**src/design/kdar_pkg.sv**
```systemverilog
package kdar_pkg;

  localparam int unsigned BUTTON_WIDTH = 16;
  localparam int unsigned TICK_WIDTH   = 32;
  localparam int unsigned COUNT_WIDTH  = 4;
  localparam int unsigned CFG_IDX_WIDTH = 2;

  // Only the low BUTTON_WIDTH lanes of a 16-bit pattern are live.
  localparam logic [15:0] ButtonMask = 16'((32'd1 << BUTTON_WIDTH) - 32'd1);

  localparam logic [COUNT_WIDTH-1:0] CountMax       = '1;
  localparam logic [COUNT_WIDTH-1:0] StableSamplesRst = 4'd2;
  localparam logic [TICK_WIDTH-1:0]  RepeatDelayRst = 32'd500;
  localparam logic [TICK_WIDTH-1:0]  RepeatRateRst  = 32'd100;

  typedef enum logic [CFG_IDX_WIDTH-1:0] {
    CFG_STABLE_SAMPLES = 2'd0,
    CFG_REPEAT_DELAY   = 2'd1,
    CFG_REPEAT_RATE    = 2'd2
  } cfg_idx_e;

  typedef enum logic [3:0] {
    PH_IDLE   = 4'b0001,
    PH_QUAL   = 4'b0010,
    PH_STABLE = 4'b0100,
    PH_REPEAT = 4'b1000
  } phase_e;

  typedef struct packed {
    logic        sample_valid;
    logic [15:0] button_bits;
    logic [31:0] now_ticks;
  } sample_req_t;

  typedef struct packed {
    logic [15:0] changed_bits;
    logic [15:0] pressed_bits;
    logic        is_repeat;
  } key_rsp_t;

endpackage

```
**src/design/keypad_debounce_autorepeat.sv**
```systemverilog
// Channel   Direction  Handshake                Payload
// in        request    in_valid_i / in_ready_o  kdar_pkg::sample_req_t
// out       result     out_valid_o/out_ready_i  kdar_pkg::key_rsp_t
// cfg       write      cfg_we_i (no wait)       cfg_idx_i, cfg_wdata_i
//
// One request per clock while the output register is free or being drained.
// The state update and the result are formed combinationally from the
// incoming request and the debounce state; the result lands in the output register.
// The output register is the only stall point: a new request is taken while
// the held result is being drained, so a stalled consumer costs nothing more.
// Reset restores the register defaults (2 / 500 / 100) and returns to idle.
module keypad_debounce_autorepeat (
  input  logic                                   clk_i,
  input  logic                                   rst_ni,
  input  logic                                   in_valid_i,
  output logic                                   in_ready_o,
  input  kdar_pkg::sample_req_t                  in_req_i,
  output logic                                   out_valid_o,
  input  logic                                   out_ready_i,
  output kdar_pkg::key_rsp_t                     out_rsp_o,
  input  logic                                   cfg_we_i,
  input  logic [kdar_pkg::CFG_IDX_WIDTH-1:0]     cfg_idx_i,
  input  logic [kdar_pkg::TICK_WIDTH-1:0]        cfg_wdata_i
);

  // Configuration registers
  logic [kdar_pkg::COUNT_WIDTH-1:0] stable_samples_q;
  logic [kdar_pkg::TICK_WIDTH-1:0]  repeat_delay_q, repeat_rate_q;

  // Debounce state
  kdar_pkg::phase_e                 phase_q, phase_d;
  logic [15:0]                      cand_q, cand_d;
  logic [15:0]                      stable_q, stable_d;
  logic [15:0]                      held_chg_q, held_chg_d;
  logic [kdar_pkg::COUNT_WIDTH-1:0] match_cnt_q, match_cnt_d;
  logic [kdar_pkg::TICK_WIDTH-1:0]  deadline_q, deadline_d;

  // Output register
  logic                             out_valid_q;
  kdar_pkg::key_rsp_t               out_rsp_q;

  logic                             in_fire;
  logic                             res_valid;
  kdar_pkg::key_rsp_t               res;
  logic [15:0]                      bits;
  logic [15:0]                      changed;
  logic [kdar_pkg::COUNT_WIDTH-1:0] cnt_inc;

  // Output slot is free when empty or being drained this cycle.
  assign in_ready_o  = !out_valid_q || out_ready_i;
  assign in_fire     = in_valid_i && in_ready_o;
  assign out_valid_o = out_valid_q;
  assign out_rsp_o   = out_rsp_q;

  assign bits    = in_req_i.button_bits & kdar_pkg::ButtonMask;
  assign changed = stable_q ^ cand_q;
  // Saturating match counter.
  assign cnt_inc = (match_cnt_q == kdar_pkg::CountMax) ? match_cnt_q
                                                       : match_cnt_q + 1'b1;

  always_comb begin
    phase_d     = phase_q;
    cand_d      = cand_q;
    stable_d    = stable_q;
    held_chg_d  = held_chg_q;
    match_cnt_d = match_cnt_q;
    deadline_d  = deadline_q;
    res_valid   = 1'b0;
    res         = '0;
    unique case (phase_q)
      kdar_pkg::PH_IDLE: begin
        // A new raw pattern starts qualification.
        if (bits != cand_q) begin
          cand_d      = bits;
          phase_d     = kdar_pkg::PH_QUAL;
          match_cnt_d = '0;
        end
      end
      kdar_pkg::PH_QUAL: begin
        if (bits == cand_q) begin
          match_cnt_d = cnt_inc;
          // Threshold of zero behaves like one since the count is already >= 1.
          if (cnt_inc >= stable_samples_q) begin
            phase_d = kdar_pkg::PH_STABLE;
          end
        end else begin
          // Bounce: drop back, candidate kept.
          phase_d = kdar_pkg::PH_IDLE;
        end
      end
      kdar_pkg::PH_STABLE: begin
        // Report on the sample after qualification; raw bits are not looked at.
        stable_d   = cand_q;
        held_chg_d = changed;
        if (cand_q != '0) begin
          phase_d    = kdar_pkg::PH_REPEAT;
          deadline_d = in_req_i.now_ticks + repeat_delay_q;
        end else begin
          phase_d = kdar_pkg::PH_IDLE;
        end
        res_valid        = (changed != '0) || (cand_q != '0);
        res.changed_bits = changed;
        res.pressed_bits = cand_q;
        res.is_repeat    = 1'b0;
      end
      kdar_pkg::PH_REPEAT: begin
        if (bits != cand_q) begin
          phase_d = kdar_pkg::PH_IDLE;
        end else if (in_req_i.now_ticks >= deadline_q) begin
          deadline_d       = in_req_i.now_ticks + repeat_rate_q;
          res_valid        = (held_chg_q != '0) || (stable_q != '0);
          res.changed_bits = held_chg_q;
          res.pressed_bits = stable_q;
          res.is_repeat    = 1'b1;
        end
      end
      default: begin
        phase_d = kdar_pkg::PH_IDLE;
      end
    endcase
    // Invalid samples leave everything untouched.
    if (!in_req_i.sample_valid) begin
      phase_d     = phase_q;
      cand_d      = cand_q;
      stable_d    = stable_q;
      held_chg_d  = held_chg_q;
      match_cnt_d = match_cnt_q;
      deadline_d  = deadline_q;
      res_valid   = 1'b0;
    end
  end

  always_ff @(posedge clk_i or negedge rst_ni) begin
    if (!rst_ni) begin
      stable_samples_q <= kdar_pkg::StableSamplesRst;
      repeat_delay_q   <= kdar_pkg::RepeatDelayRst;
      repeat_rate_q    <= kdar_pkg::RepeatRateRst;
    end else if (cfg_we_i) begin
      unique case (cfg_idx_i)
        kdar_pkg::CFG_STABLE_SAMPLES:
          stable_samples_q <= cfg_wdata_i[kdar_pkg::COUNT_WIDTH-1:0];
        kdar_pkg::CFG_REPEAT_DELAY: repeat_delay_q <= cfg_wdata_i;
        kdar_pkg::CFG_REPEAT_RATE:  repeat_rate_q  <= cfg_wdata_i;
        default: ;
      endcase
    end
  end

  always_ff @(posedge clk_i or negedge rst_ni) begin
    if (!rst_ni) begin
      phase_q     <= kdar_pkg::PH_IDLE;
      cand_q      <= '0;
      stable_q    <= '0;
      held_chg_q  <= '0;
      match_cnt_q <= '0;
      deadline_q  <= '0;
    end else if (in_fire) begin
      phase_q     <= phase_d;
      cand_q      <= cand_d;
      stable_q    <= stable_d;
      held_chg_q  <= held_chg_d;
      match_cnt_q <= match_cnt_d;
      deadline_q  <= deadline_d;
    end
  end

  always_ff @(posedge clk_i or negedge rst_ni) begin
    if (!rst_ni) begin
      out_valid_q <= 1'b0;
    end else if (in_ready_o) begin
      out_valid_q <= in_fire && res_valid;
    end
  end

  always_ff @(posedge clk_i) begin
    if (in_fire && res_valid) begin
      out_rsp_q <= res;
    end
  end

  // Repeating only ever follows a nonzero stable pattern.
  a_repeat_needs_press: assert property (@(posedge clk_i) disable iff (!rst_ni)
    phase_q == kdar_pkg::PH_REPEAT |-> stable_q != '0)
    else $error("repeat phase with empty stable pattern");

  // A report always carries something.
  a_result_nonzero: assert property (@(posedge clk_i) disable iff (!rst_ni)
    out_valid_o |-> (out_rsp_o.changed_bits != '0) || (out_rsp_o.pressed_bits != '0))
    else $error("empty report emitted");

  // Auto repeats only while buttons are held.
  a_repeat_pressed: assert property (@(posedge clk_i) disable iff (!rst_ni)
    out_valid_o && out_rsp_o.is_repeat |-> out_rsp_o.pressed_bits != '0)
    else $error("auto repeat without pressed buttons");

  // The stable phase lasts exactly one valid sample.
  a_stable_once: assert property (@(posedge clk_i) disable iff (!rst_ni)
    in_fire && in_req_i.sample_valid && phase_q == kdar_pkg::PH_STABLE
      |=> phase_q != kdar_pkg::PH_STABLE)
    else $error("stable phase not left after report sample");

endmodule
```
**config.mk**
```make
export PLATFORM = sky130hd
export DESIGN_NAME = keypad_debounce_autorepeat
export DESIGN_NICKNAME = d
export VERILOG_FILES = /design/src/design/kdar_pkg.sv /design/src/design/keypad_debounce_autorepeat.sv
export SDC_FILE = /design/constraint.sdc
export NUM_CORES = 1
export LEC_CHECK = 0
export BUFFER_PORTS_ARGS = -buffer_cell sky130_fd_sc_hd__buf_4
export CELL_PAD_IN_SITES_DETAIL_PLACEMENT = 2
export CELL_PAD_IN_SITES_GLOBAL_PLACEMENT = 2
export CORE_ASPECT_RATIO = 1.5
export CORE_MARGIN = 3
export CORE_UTILIZATION = 43
export DETAILED_ROUTE_END_ITERATION = 10
export PLACE_DENSITY = 0.93
export SETUP_SLACK_MARGIN = 0.1
export SLEW_MARGIN = 15
export SYNTH_ARGS = -nofsm -noshare
export SYNTH_HDL_FRONTEND = slang
export SYNTH_SLANG_ARGS = --single-unit
export TNS_END_PERCENT = 1
```
**constraint.sdc**
```tcl
create_clock -name clk_i -period 9.85 [get_ports clk_i]
set_input_delay 0.985 -clock clk_i [delete_from_list [all_inputs] [get_ports clk_i]]
set_output_delay 0.985 -clock clk_i [all_outputs]
set_load 0.02 [all_outputs]
```
== Word-level counts from Yosys, hierarchy flattened ==
Cells that the tools add are included.

* Output and inout port bits: 35
* Logic and storage cells: 77
* Bits in registers: 190
* Memories kept: 0
* Bits in latches: 0
* Input bits: 88
* RAM bits: 0
* Memory bits (read-only): 0

* Bitwise logic cells: 1
* Reductions and logical operators: 21
* Eq/ne operators: 16
* $mul: 0
* Divide/modulo/power cells: 0
* Muxes and demuxes: 21
* Shifts and indexed selects: 0
* Magnitude comparators: 2
* $add $sub $neg: 3

{| class="wikitable"
|+ Operator list
! operator !! number
|-
| 32-bit two-way mux || 3
|-
| 33-bit two-way mux || 2
|-
| 33-bit case mux with 2 select lines || 1
|-
| 32-bit adder || 2
|-
| 32-bit case mux with 2 select lines || 1
|-
| 16-bit nonzero test || 4
|-
| 32-bit >= comparator || 1
|-
| 4-bit two-way mux || 8
|-
| 16-bit equality test || 1
|-
| 16-bit inequality test || 1
|-
| 4-bit case mux with 4 select lines || 1
|-
| 16-bit bitwise XOR || 1
|-
| 2-bit inequality test (second input constant) || 6
|-
| 5-bit AND reduction || 2
|-
| 4-bit equality test (second input constant) || 2
|-
| 4-bit case mux with 2 select lines || 1
|-
| 2-bit AND reduction || 3
|-
| 6-bit AND reduction || 1
|-
| 4-bit by 1-bit adder with 4-bit output (second input constant) || 1
|-
| 4-bit by 1-bit equality test with 1-bit output (second input constant) || 1
|-
| 4-bit by 2-bit equality test with 1-bit output (second input constant) || 1
|-
| 4-bit by 3-bit equality test with 1-bit output (second input constant) || 1
|-
| 4-bit >= comparator || 1
|-
| 4-bit AND reduction || 1
|-
| other kinds (11) || 17
|}

== Depth between registers and ports, before layout ==
* Word-level depth: 7
* Mapped depth: 16
* Depth with buffers taken out: 14

== Worst setup path before layout ==
OpenSTA, ideal clock, no wires.

* Path kind: input -> register
* From: in in_req_i[0] in the netlist's numbering
* To: reg out_rsp_q (netlist bit out_rsp_o[0]), enable pin
* Data arrival time: 4094 ps
* Data required time: 9427 ps
* Setup time: 423 ps
* Stages: 11
* Path buffers: 0
* Path slack: 5333 ps
* Cells stage by stage: inv_1 > ha_1 > nand2b_1 > a2111oi_0 > or4_1 > a31oi_1 > o211a_1 > o211ai_2 > a21oi_4 > a21oi_1 > nor2_1

* Word-level cells in the longest chain between the ends: 6

{| class="wikitable"
|+ RTL lines
! item !! line !! RTL
|-
| from (decl) || keypad_debounce_autorepeat.sv:17 || <nowiki>input kdar_pkg::sample_req_t in_req_i,</nowiki>
|-
| 32-bit >= comparator || keypad_debounce_autorepeat.sv:109 || <nowiki>end else if (in_req_i.now_ticks >= deadline_q) begin</nowiki>
|-
| 1-bit two-way mux || keypad_debounce_autorepeat.sv:109 ||
|-
| 1-bit two-way mux || keypad_debounce_autorepeat.sv:107 || <nowiki>if (bits != cand_q) begin</nowiki>
|-
| 1-bit case mux with 2 select lines || keypad_debounce_autorepeat.sv:70 || <nowiki>unique case (phase_q)</nowiki>
|-
| 1-bit two-way mux || keypad_debounce_autorepeat.sv:122 || <nowiki>if (!in_req_i.sample_valid) begin</nowiki>
|-
| 1-bit logical AND || keypad_debounce_autorepeat.sv:176 || <nowiki>if (in_fire && res_valid) begin</nowiki>
|-
| to (signal assigned) || keypad_debounce_autorepeat.sv:177 || <nowiki>out_rsp_q <= res;</nowiki>
|-
| to (decl) || keypad_debounce_autorepeat.sv:40 || <nowiki>kdar_pkg::key_rsp_t out_rsp_q;</nowiki>
|}

Every way passes these cells.
A chain may end at the register's enable or synchronous reset.

== Worst setup path in the final report ==
* From: reg phase_q[3]
* To: reg deadline_q[28] in the netlist's numbering

* Word-level cells in the longest chain between the ends: 3
* Elaborated cells on any way between the ends: 8
* Those cells by class: 5 x eq/ne; 1 x mux; 2 x reduce/logical

{| class="wikitable"
|+ RTL lines
! item !! line !! RTL
|-
| from (decl) || keypad_debounce_autorepeat.sv:31 || <nowiki>kdar_pkg::phase_e phase_q, phase_d;</nowiki>
|-
| from (signal assigned) || keypad_debounce_autorepeat.sv:151 || <nowiki>phase_q <= kdar_pkg::PH_IDLE;</nowiki>
|-
| from (signal assigned) || keypad_debounce_autorepeat.sv:158 || <nowiki>phase_q <= phase_d;</nowiki>
|-
| 4-bit equality test / 4-bit by 3-bit equality test with 1-bit output (equally long branches) || keypad_debounce_autorepeat.sv:70 ||
|-
| 2-bit inequality test (no source line) / 2-bit nonzero test (equally long branches) || - ||
|-
| 6-bit AND reduction (no source line) || - ||
|-
| to (signal assigned) || keypad_debounce_autorepeat.sv:163 || <nowiki>deadline_q <= deadline_d;</nowiki>
|-
| to (decl) || keypad_debounce_autorepeat.sv:36 || <nowiki>logic [kdar_pkg::TICK_WIDTH-1:0] deadline_q, deadline_d;</nowiki>
|}

Several ways; a longest one is shown, not always the timed one.

==> metrics <==
status complete, no violations; I/O pins between 100 and 150; Post-synth EDFFs 33; placed cells 1319; synth top area cells dfrtp_1 35%, mux2_2 15%, edfxtp_1 9.4%; Comb power frac 27.3%; gr usage total 29.0%; Hold Crit Class reg2reg; Initial Utilization roughly 44%; share of cells above drive strength 1 31.5%; filler cell count 2340; normalized max-slew margin 26.1%; row count 69; first-pass GRT wire length 57900 um; total clock buffers created by CTS 17; Netlist Area Pre-Place 10500 um^2; max_cap viols 0; CTS Root Cell clkbuf_16; Sw Ratio between 30% and 40%; Critical Path AT 5220 ps; Clock power frac 29.8%; FMAX between 200 and 250 MHz; DR vias/cell 5.96; Place WS 4680 ps; routed length per placed instance 27.7 um; final net count ~1200; P_int about 1.5 mW; DRC 0; Max Fanout on Critical Path 33; Pre-antenna DRT Iters 5; H-tree depth 4; CP Class reg2reg; commonest non-fill, non-tap cell in the layout dfrtp_1; Reg2Reg Setup Slack 4940 ps; Cell Chain, Critical Path inv_1 -> nor4_2 -> buf_4 -> mux2_2 -> ha_1 -> fa_1 -> a21o_1 -> a221oi_2 -> nor3_1 -> a21oi_1 -> o311a_1 -> o21ai_1 -> a41oi_1 -> xor2_1 -> mux2i_1; via count 8064; min cycle time layout 4910 ps; Antenna Nets Post-Route 0; initial antenna violation count 2; YS warnings 0; vias in the first global route 9532; Die ar. 26400 um^2; #FFs+latches synth 190; Die H 198 um; count of cell types in the netlist 61; FF-to-FF Start phase_q[3]; CTS resizes 0; IO Port Bufs 122; hold slack approximately 510 ps; Register-to-Register Path Depth 15; Setup TNS 0 ps; cell depth of the worst hold path 1; Final Util 51.7%; grt ovf 0; unrepaired setup endpoints after global routing no; Crit path max-delay family compound AO/OA/AOI/OAI gates; Syn Area/Cell between 10 and 15 um^2; clock slew at reported path FFs 70 ps; clk sinks 190; Iter 0 DRT Violations 359; crit start category flop; CP max stage cell dfrtp_1; Net Count, Synth 1065; Worst-Margin Slew 1110 ps; PwrDens between 150 and 200 nW/um^2; Post-synth top flop dfrtp_1; Levels on crit path 15; Final Cycle Share 49.8%; latest clock arrival within the worst-skew pair 460 ps; CP Buf/Inv Count 2; Max Buffers Root-to-Sink 2; Setup crit start phase_q[3]; post-synth top area share 34.7%; leading area contributor after synthesis dfrtp_1; crit path to deadline_q[28]; Post-Route WL 37500 um; Placer Congestion 0.839; CP Capture Type flop; Seq pwr share a little over two fifths; CP peak stage delay approximately 550 ps; VDD IR max 0.000140 V; r2r endpoint deadline_q[28]; largest net degree at the start of global routing 86; Worst EP required between 10000 and 15000 ps; Leakage 5.91 nW; register area share after synthesis 46.8%; Post-Layout Cell Count 1354; min setup slack post-route 4940 ps; CTS tree built; floorplan core area 23900 um^2; final setup vio count 0; Post-CTS Hold Buffers 0; final HPWL from detailed placement 25500 um; Psw 0.836 mW; final hold viol count 0; Slew Viols, Final 0; die width 134 um; commonest non-fill, non-tap cells in the layout 146 x dfrtp_1, 140 x mux2_2, 128 x buf_4; Setup Buffers After CTS 0; area grow syn2layout 17.4%; clock skew 13.3 ps; Post-Syn Instances 908; ys async rst share 82.6%
[synth_stat cells (4+ instances only)]
| cell type | n |
|---|---|
| inv_1 | 45 |
| nor4_1 | 20 |
| a21oi_1 | 50 |
| and3_1 | 5 |
| buf_2 | 4 |
| o21bai_1 | 4 |
| edfxtp_1 | 33 |
| nand3_1 | 13 |
| nor2b_1 | 5 |
| xor2_1 | 39 |
| xnor2_1 | 25 |
| dfrtp_1 | 146 |
| clkbuf_1 | 27 |
| ha_1 | 68 |
| mux2i_1 | 28 |
| a22o_1 | 24 |
| nor3_1 | 12 |
| o41ai_1 | 4 |
| nor2_1 | 33 |
| a21o_1 | 17 |
| o21a_1 | 5 |
| nand4_1 | 12 |
| dfstp_2 | 11 |
| o21ai_0 | 32 |
| mux2_2 | 140 |
| nand2b_1 | 9 |
| nand2_1 | 46 |
[routing by layer]
| layer | GRT usage, % | vias up | wire, um |
|---|---|---|---|
| met1 | 31.0 | 4188 | 13800 |
| met4 | 14.5 | 0 | 1730 |
| li1 | - | 3526 | - |
| met2 | 54.5 | 245 | 20600 |
| met3 | 4.88 | 105 | 1330 |
| met5 | 0 | - | 0 |
[layout make-up]
class / count / area [um^2] / area share, %
Multi-Input combinational cell: 636 / 5300 / 42.8
Sequential cell: 190 / 4930 / 39.9
Timing Repair Buffer: 130 / 987 / 7.99
Clock buffer: 18 / 439 / 3.55
Tap cell: 319 / 399 / 3.23
Inverter: 45 / 169 / 1.37
Clock inverter: 14 / 134 / 1.08
Antenna cell: 2 / 5.00 / 0.0405
[cells by family after synthesis]
logic type	after synthesis	synth area share, %
flops	190	46.8
xor+xnor	64	5.32
fa+ha+maj	69	8.27
buf+inv	82	3.11
mux	171	18.1
simple gates	167	7.85
compound gates	165	10.6
[through the flow]
step	cell area, um^2	total power, mW
floorplan	10500	1.39
global route	12400	2.47
global placement	11800	1.56
detailed placement	11800	1.64
finish	12400	2.37
CTS	12300	2.38
[state kept, by name, indices dropped and copies added, names as in the netlist]
| signal | flops |
|---|---|
| repeat_rate_q | 32 |
| deadline_q | 32 |
| match_cnt_q | 4 |
| stable_samples_q | 4 |
| out_rsp_o | 33 |
| out_valid_o | 1 |
| stable_q | 16 |
| repeat_delay_q | 32 |
| phase_q | 4 |
| held_chg_q | 16 |
| cand_q | 16 |
[worst min path at each step]
| stage | to | slack (ps) | start |
|---|---|---|---|
| 5_1_grt | repeat_rate_q[8] | 530 | repeat_rate_q[8] |
| 3_3_place_gp | repeat_rate_q[27] | 480 | repeat_rate_q[27] |
| 3_5_place_dp | repeat_rate_q[10] | 490 | repeat_rate_q[10] |
| 4_1_cts | repeat_rate_q[10] | 510 | repeat_rate_q[10] |
| 6_report | repeat_delay_q[0] | 510 | repeat_delay_q[0] |
| 2_1_floorplan | repeat_rate_q[0] | 470 | repeat_rate_q[0] |
[power groups by stage]
stage               Combinational (mW)  Sequential (mW)  Clock, mW
finish                           0.647             1.02      0.708
global placement                 0.558             1.01          0
global route                     0.698             1.03      0.744
floorplan                        0.417            0.975          0
CTS                              0.643             1.02      0.717
detailed placement               0.614             1.03          0
No activity file was read; power rests on OpenSTA's default activity.
